## src/design/dsef_pkg.sv

```systemverilog
// shared types, codes and constants of the dle/stx/etx frame receiver
package dsef_pkg;

	// register index codes
	localparam logic [2:0] REG_MAX_LENGTH    = 3'd0;
	localparam logic [2:0] REG_FIRST_TIMEOUT = 3'd1;
	localparam logic [2:0] REG_CHAR_TIMEOUT  = 3'd2;
	localparam logic [2:0] REG_ESCAPE_CODE   = 3'd3;
	localparam logic [2:0] REG_START_CODE    = 3'd4;
	localparam logic [2:0] REG_END_CODE      = 3'd5;

	// saturation value of the elapsed tick counter
	localparam logic [16:0] TICK_MAX = 17'h1FFFF;

	// input item kinds
	typedef enum logic [1:0] {
		MODE_BYTE = 2'd0,
		MODE_TICK = 2'd1,
		MODE_ARM  = 2'd2
	} mode_t;

	// result status codes
	typedef enum logic [2:0] {
		STS_NONE          = 3'd0,
		STS_PAYLOAD       = 3'd1,
		STS_DONE          = 3'd2,
		STS_RESTART       = 3'd3,
		STS_BAD_ESCAPE    = 3'd4,
		STS_FIRST_TIMEOUT = 3'd5,
		STS_CHAR_TIMEOUT  = 3'd6,
		STS_OVERFLOW      = 3'd7
	} status_t;

	// receiver states, one-hot
	typedef enum logic [4:0] {
		S_IDLE   = 5'b00001,
		S_HUNT   = 5'b00010,
		S_START  = 5'b00100,
		S_DATA   = 5'b01000,
		S_ESCAPE = 5'b10000
	} rx_state_t;

	// configuration register set
	typedef struct packed {
		logic [15:0] max_length;
		logic [15:0] first_timeout;
		logic [15:0] char_timeout;
		logic [7:0]  escape_code;
		logic [7:0]  start_code;
		logic [7:0]  end_code;
	} cfg_t;

	// one result item
	typedef struct packed {
		status_t     status;
		logic [7:0]  data;
		logic [15:0] pos;
	} res_t;

endpackage

```

## src/design/dsef_cfg_regs.sv

```systemverilog
// configuration register file of the frame receiver
module dsef_cfg_regs
	import dsef_pkg::*;
(
	input  logic        clk,
	input  logic        arst_n,
	input  logic        cfg_valid,
	input  logic [2:0]  cfg_index,
	input  logic [15:0] cfg_data,
	output cfg_t        cfg
);

	cfg_t cfg_q;

	// register writes, unknown indexes dropped
	always_ff @(posedge clk or negedge arst_n) begin
		if (!arst_n) begin
			cfg_q.max_length    <= 16'd1024;
			cfg_q.first_timeout <= 16'd1000;
			cfg_q.char_timeout  <= 16'd100;
			cfg_q.escape_code   <= 8'd16;
			cfg_q.start_code    <= 8'd2;
			cfg_q.end_code      <= 8'd3;
		end else if (cfg_valid) begin
			unique case (cfg_index)
				REG_MAX_LENGTH:    cfg_q.max_length    <= cfg_data;
				REG_FIRST_TIMEOUT: cfg_q.first_timeout <= cfg_data;
				REG_CHAR_TIMEOUT:  cfg_q.char_timeout  <= cfg_data;
				REG_ESCAPE_CODE:   cfg_q.escape_code   <= cfg_data[7:0];
				REG_START_CODE:    cfg_q.start_code    <= cfg_data[7:0];
				REG_END_CODE:      cfg_q.end_code      <= cfg_data[7:0];
				default: ;
			endcase
		end
	end

	assign cfg = cfg_q;

endmodule

```

## src/design/dsef_fsm.sv

```systemverilog
// receiver state machine: destuffing, timeouts and length check
module dsef_fsm
	import dsef_pkg::*;
(
	input  logic       clk,
	input  logic       arst_n,
	input  cfg_t       cfg,
	input  logic       step,
	input  logic [1:0] mode,
	input  logic [7:0] byte_value,
	output res_t       res,
	output logic       armed
);

	rx_state_t   st_q, st_d;
	logic [15:0] cnt_q, cnt_d;
	logic        await_q, await_d;
	logic [16:0] el_q, el_d;
	logic [16:0] el_inc;
	logic        room;
	logic        is_esc, is_start, is_end;

	assign el_inc   = (el_q == TICK_MAX) ? el_q : el_q + 17'd1;
	assign room     = cnt_q < cfg.max_length;
	assign is_esc   = byte_value == cfg.escape_code;
	assign is_start = byte_value == cfg.start_code;
	assign is_end   = byte_value == cfg.end_code;
	assign armed    = st_q != S_IDLE;

	// next state and result for the item in the input register
	always_comb begin
		st_d       = st_q;
		cnt_d      = cnt_q;
		await_d    = await_q;
		el_d       = el_q;
		res.status = STS_NONE;
		res.data   = 8'd0;
		res.pos    = 16'd0;
		if (step) begin
			if (mode == MODE_ARM) begin
				st_d    = S_HUNT;
				cnt_d   = 16'd0;
				await_d = 1'b1;
				el_d    = 17'd0;
			end else if (mode == MODE_TICK && armed) begin
				el_d = el_inc;
				if (await_q) begin
					if (el_inc > {1'b0, cfg.first_timeout}) begin
						res.status = STS_FIRST_TIMEOUT;
						st_d       = S_IDLE;
					end
				end else if (el_inc > {1'b0, cfg.char_timeout}) begin
					res.status = STS_CHAR_TIMEOUT;
					st_d       = S_IDLE;
				end
			end else if (mode == MODE_BYTE && armed) begin
				await_d = 1'b0;
				el_d    = 17'd0;
				unique case (st_q)
					S_HUNT: begin
						if (is_esc)
							st_d = S_START;
					end
					S_START: begin
						st_d = is_start ? S_DATA : S_HUNT;
					end
					S_DATA, S_ESCAPE: begin
						if (st_q == S_DATA && is_esc) begin
							st_d = S_ESCAPE;
						end else if (st_q == S_DATA || is_esc) begin
							// payload byte, plain or destuffed escape
							if (room) begin
								res.status = STS_PAYLOAD;
								res.data   = byte_value;
								res.pos    = cnt_q;
								cnt_d      = cnt_q + 16'd1;
								st_d       = S_DATA;
							end else begin
								res.status = STS_OVERFLOW;
								st_d       = S_IDLE;
							end
						end else if (is_start) begin
							res.status = STS_RESTART;
							cnt_d      = 16'd0;
							st_d       = S_DATA;
						end else if (is_end) begin
							res.status = STS_DONE;
							res.pos    = cnt_q;
							st_d       = S_IDLE;
						end else begin
							res.status = STS_BAD_ESCAPE;
							cnt_d      = 16'd0;
							st_d       = S_HUNT;
						end
					end
					default: st_d = S_IDLE;
				endcase
			end
		end
	end

	// receiver state registers
	always_ff @(posedge clk or negedge arst_n) begin
		if (!arst_n) begin
			st_q    <= S_IDLE;
			cnt_q   <= 16'd0;
			await_q <= 1'b1;
			el_q    <= 17'd0;
		end else begin
			st_q    <= st_d;
			cnt_q   <= cnt_d;
			await_q <= await_d;
			el_q    <= el_d;
		end
	end

endmodule

```

## src/design/dle_stx_etx_frame_receiver.sv

```systemverilog
// top level of the dle/stx/etx frame receiver
//
// Input channel (in_valid, in_stall, mode, byte_value) carries one item per
// transfer: a line byte, a time tick or an arm command. Every item yields
// exactly one result on the output channel (out_valid, out_stall, status,
// data_byte, position); status 0 means nothing to report.
// An item lands in the input register at its transfer, and its result
// register loads from there as soon as the output side is free.
// Throughput: one item per cycle while out_stall stays low,
// sustained, since the per-item state update fits between the two registers.
// When the receiver stalls, the result register holds, the input register
// fills, and in_stall rises only when both are occupied; one more item per
// cycle flows as soon as out_stall drops.
// Configuration writes (cfg_valid, cfg_ready, cfg_index, cfg_data) are taken
// every cycle and should only be issued while no item is in flight.
// Reset returns the configuration registers to their defaults and leaves the
// receiver unarmed: bytes and ticks give status 0 until an arm item.
module dle_stx_etx_frame_receiver
	import dsef_pkg::*;
(
	input  logic        clk,
	input  logic        arst_n,
	input  logic        in_valid,
	output logic        in_stall,
	input  logic [1:0]  mode,
	input  logic [7:0]  byte_value,
	output logic        out_valid,
	input  logic        out_stall,
	output logic [2:0]  status,
	output logic [7:0]  data_byte,
	output logic [15:0] position,
	input  logic        cfg_valid,
	output logic        cfg_ready,
	input  logic [2:0]  cfg_index,
	input  logic [15:0] cfg_data
);

	cfg_t       cfg;
	res_t       res;
	res_t       res_q;
	logic       out_valid_q;
	logic       valid_s1;
	logic [1:0] mode_s1;
	logic [7:0] byte_s1;
	logic       out_free;
	logic       move_s1;
	logic       load_s1;
	logic       armed;

	assign cfg_ready = 1'b1;

	dsef_cfg_regs u_cfg (
		.clk       (clk),
		.arst_n    (arst_n),
		.cfg_valid (cfg_valid),
		.cfg_index (cfg_index),
		.cfg_data  (cfg_data),
		.cfg       (cfg)
	);

	// pipeline flow control
	assign out_free = !out_valid_q || !out_stall;
	assign move_s1  = valid_s1 && out_free;
	assign in_stall = valid_s1 && !out_free;
	assign load_s1  = in_valid && !in_stall;

	// input register
	always_ff @(posedge clk or negedge arst_n) begin
		if (!arst_n)
			valid_s1 <= 1'b0;
		else if (load_s1 || move_s1)
			valid_s1 <= load_s1;
	end

	always_ff @(posedge clk) begin
		if (load_s1) begin
			mode_s1 <= mode;
			byte_s1 <= byte_value;
		end
	end

	dsef_fsm u_fsm (
		.clk        (clk),
		.arst_n     (arst_n),
		.cfg        (cfg),
		.step       (move_s1),
		.mode       (mode_s1),
		.byte_value (byte_s1),
		.res        (res),
		.armed      (armed)
	);

	// result register
	always_ff @(posedge clk or negedge arst_n) begin
		if (!arst_n)
			out_valid_q <= 1'b0;
		else if (out_free)
			out_valid_q <= valid_s1;
	end

	always_ff @(posedge clk) begin
		if (move_s1)
			res_q <= res;
	end

	assign out_valid = out_valid_q;
	assign status    = res_q.status;
	assign data_byte = res_q.data;
	assign position  = res_q.pos;

	// an item leaving the input register always lands in the result register
	a_move_lands: assert property (@(posedge clk) disable iff (!arst_n)
		move_s1 |=> out_valid)
		else $error("item lost between input and result register");

	// input side stalls only with a full input register
	a_stall_full: assert property (@(posedge clk) disable iff (!arst_n)
		in_stall |-> valid_s1 && out_valid_q)
		else $error("input stalled without a held item");

	// a terminal result leaves the receiver unarmed
	a_end_idle: assert property (@(posedge clk) disable iff (!arst_n)
		move_s1 && (res.status == STS_DONE || res.status == STS_OVERFLOW ||
		res.status == STS_FIRST_TIMEOUT || res.status == STS_CHAR_TIMEOUT)
		|=> !armed)
		else $error("receiver still armed after end of reception");

endmodule

```

## config.mk

```make
export PLATFORM = sky130hd
export DESIGN_NAME = dle_stx_etx_frame_receiver
export DESIGN_NICKNAME = d
export VERILOG_FILES = /design/src/design/dsef_pkg.sv /design/src/design/dsef_cfg_regs.sv /design/src/design/dsef_fsm.sv /design/src/design/dle_stx_etx_frame_receiver.sv
export SDC_FILE = /design/constraint.sdc
export NUM_CORES = 1
export LEC_CHECK = 0
export CORE_UTILIZATION = 49
export CTS_CLUSTER_SIZE = 8
export DETAILED_ROUTE_END_ITERATION = 7
export DONT_BUFFER_PORTS = 1
export PLACE_DENSITY = 0.69
export RECOVER_POWER = 25
export SYNTH_ARGS = -nofsm -noshare
export SYNTH_HDL_FRONTEND = slang
export SYNTH_SLANG_ARGS = --single-unit
```

## constraint.sdc

```tcl
create_clock -name clk -period 4.02 [get_ports clk]
set_input_delay 1.206 -clock clk [delete_from_list [all_inputs] [get_ports clk]]
set_output_delay 1.206 -clock clk [all_outputs]
set_load 0.02 [all_outputs]
```

==> run metrics <==
status complete, no violations; largest net degree at the start of global routing 114; period utilization 0.960; Reg clk slew, reported paths 0.07 ns; sw frac 0.282; Ant. Diodes 0; Die H 131 um; num rows 46; first-pass GRT wire length 30400 um; commonest non-fill, non-tap cell in the layout dfrtp_1; Relative slew margins 0.191; Post-synth EDFFs 37; Internal 3.08 mW; share of total power in sequential cells 0.457; Post-Synthesis Cells 792; max_cap viols 0; max-slew violations 0; Syn. warnings 0; NumNets Final 893; CTS tree built; Clock Latency Late Sink 0.43 ns; peak supply drop 0.000294 V; worst slew pin tran 1.21 ns; Most used DFF post-synth dfrtp_1; Die W 131 um; WL/cell 18.2 um; clk buf depth 2; via count 5985; TritonCTS Buffers 17; gp weighted congestion 0.904; Setup Skew 0.00716 ns; port bufs 0; fraction of layout cells with a size suffix above 1 0.175; Post-DRT Antenna Nets 0; vias in the first global route 5955; cell area after synthesis 0.00813 mm^2; Tmin final 3.86 ns; GRT overflow 0; clock sinks 150; fmax 0.259 GHz; endpoints failing hold 0; Starting Density 0.507; Net Sw Power 1.21 mW; commonest non-fill, non-tap cells in the layout dfrtp_1, nand2_1, o21ai_0, inv_1, ha_1; initial antenna violation count 0; pwr dens 468 mW/mm^2; synthesized area per cell 10.3 um^2; Fillers 1334; first-pass iteration count of the detailed router 5; sequential fraction of the synthesis area 0.487; Seq cells post-synth 150; Clock power frac 0.379; die area 0.0171 mm^2; core box area 0.0161 mm^2; Worst Hold Class in2async; fraction of registers with async set/reset 0.753; DRC Markers 0; final setup vio count 0; global-route usage over all layers 0.237; WP data arrival 4.17 ns; htree depth 4; largest fanout on the critical path 6; Routed WL 18900 um; Post-Place Worst Slack 0.132 ns; CP Class reg2reg; data required time of the worst path 4.33 ns; Synth cell types 68; Logic pwr share 0.164; synth-to-layout area growth 12.8%; initial detailed-routing violation count 452; worst hold margin 0.476 ns; startpoint types flip-flop; Ports 64; Sum Neg Setup Slack 0 ns; final worst setup slack 0.159 ns; vias per cell 5.76; clock tree root buffer cell clkbuf_16; syn_nets 875; CP endpoint kind flip-flop; leakage dissipation 3.98 nW; Detailed Place HPWL 13600 um
## critical path, cell delays in order (launching register included)
cell	delay, ns
dfrtp_1	0.39
ha_2	0.22
nand3_1	0.15
nor2_2	0.16
nand4_1	0.19
nor3b_2	0.21
buf_4	0.15
and4_4	0.21
xor2_2	0.15
ha_1	0.32
nand3_2	0.08
a32oi_2	0.23
o221a_2	0.22
a21oi_2	0.07
o21a_1	0.22
a221oi_4	0.42
mux2_4	0.35
## Yosys cell counts (all sizes together) (5+ instances only)
cell type	number	area share
and3	5	0.0038
a21oi	22	0.014
dfrtp	97	0.30
nor2	48	0.023
nor3	12	0.0086
dfstp	16	0.052
inv	54	0.025
o21ai	95	0.060
xnor2	7	0.0075
ha	49	0.075
a21o	7	0.0065
nor2b	6	0.0046
nand2	96	0.045
a22oi	6	0.0086
mux2	32	0.044
nor4	10	0.0077
clkbuf	12	0.0055
o31ai	6	0.0055
a22o	7	0.0075
edfxtp	37	0.14
buf	9	0.0071
a211oi	6	0.0062
and2	29	0.022
nand4	19	0.015
nand3	18	0.011
xor2	32	0.034
or3	5	0.0038
nand2b	7	0.0054
## path summary, 6_finish.rpt
check	startpoint	slack, ns	end	cells after the start
worst max-delay path	u_fsm.el_q[1]	0.16	u_fsm.st_q[3]	16
worst max register to register	u_fsm.el_q[1]	0.16	u_fsm.st_q[3]	16
min in group clk	valid_s1	0.50	out_valid	1
worst min register to register	valid_s1	0.50	out_valid	1
max in group asynchronous	arst_n	3.33	u_cfg.cfg[20]	0
worst min-delay path	arst_n	0.48	u_cfg.cfg[41]	0
## layer usage
| layer | global-route usage | vias up | part of all wire |
|---|---|---|---|
| met5 | 0 | - | 0 |
| met4 | 0.0899 | 0 | 0.020 |
| met3 | 0.0509 | 34 | 0.041 |
| met2 | 0.402 | 156 | 0.50 |
| met1 | 0.296 | 2941 | 0.43 |
| li1 | - | 2854 | - |
## stage by stage
| stage | power [mW] | cells | util | instance area, um^2 |
|---|---|---|---|---|
| 2_1_floorplan | 2.47 | 792 | - | 8130 |
| 3_3_place_gp | 2.62 | 1000 | 0.524 | 8410 |
| 3_5_place_dp | 2.67 | 1000 | 0.524 | 8410 |
| 4_1_cts | 4.30 | 1032 | 0.561 | 9020 |
| 5_1_grt | 4.49 | 1039 | 0.571 | 9170 |
| 6_report | 4.29 | 1039 | 0.571 | 9170 |
## final cells by class
type	instances	area, um^2	share of cell area
clock buffer	17	425	0.0464
inverter	54	203	0.0221
timing repair buffer	20	150	0.0164
clock inverter	15	176	0.0192
tap	216	270	0.0295
sequential	150	3960	0.432
multi-input combinational	567	3990	0.435
## timing repair
action | 4_1_cts | 5_1_grt
hold buffers | 0 | 0
endpoints found under the setup margin | 0 | 7
resized for setup | 0 | 23
setup buffers | 0 | 7
## registers in the layout (all words and copies together) (netlist names)
name,flops
status,3
u_cfg.cfg,72
out_valid,1
u_fsm.st_q,5
u_fsm.el_q,17
mode_s1,2
u_fsm.cnt_q,16
valid_s1,1
data_byte,8
u_fsm.await_q,1
position,16
byte_s1,8
## power groups by stage
stage / logic, mW / registers (mW) / clock network [mW]
after CTS: 0.684 / 1.96 / 1.65
after detailed placement: 0.676 / 1.99 / 0
final: 0.703 / 1.96 / 1.63
after global placement: 0.643 / 1.98 / 0
after global routing: 0.791 / 1.99 / 1.72
after floorplan: 0.539 / 1.93 / 0
## cell families after synthesis
group | count (synthesis) | synth area share
simple gates | 268 | 0.164
compound gates | 176 | 0.148
flops | 150 | 0.487
buf+inv | 75 | 0.0375
fa+ha+maj | 49 | 0.0754
xor+xnor | 39 | 0.0420
mux | 34 | 0.0468
other cells | 1 | 0.000461
Note: power is estimated with default switching activity, not from simulation.
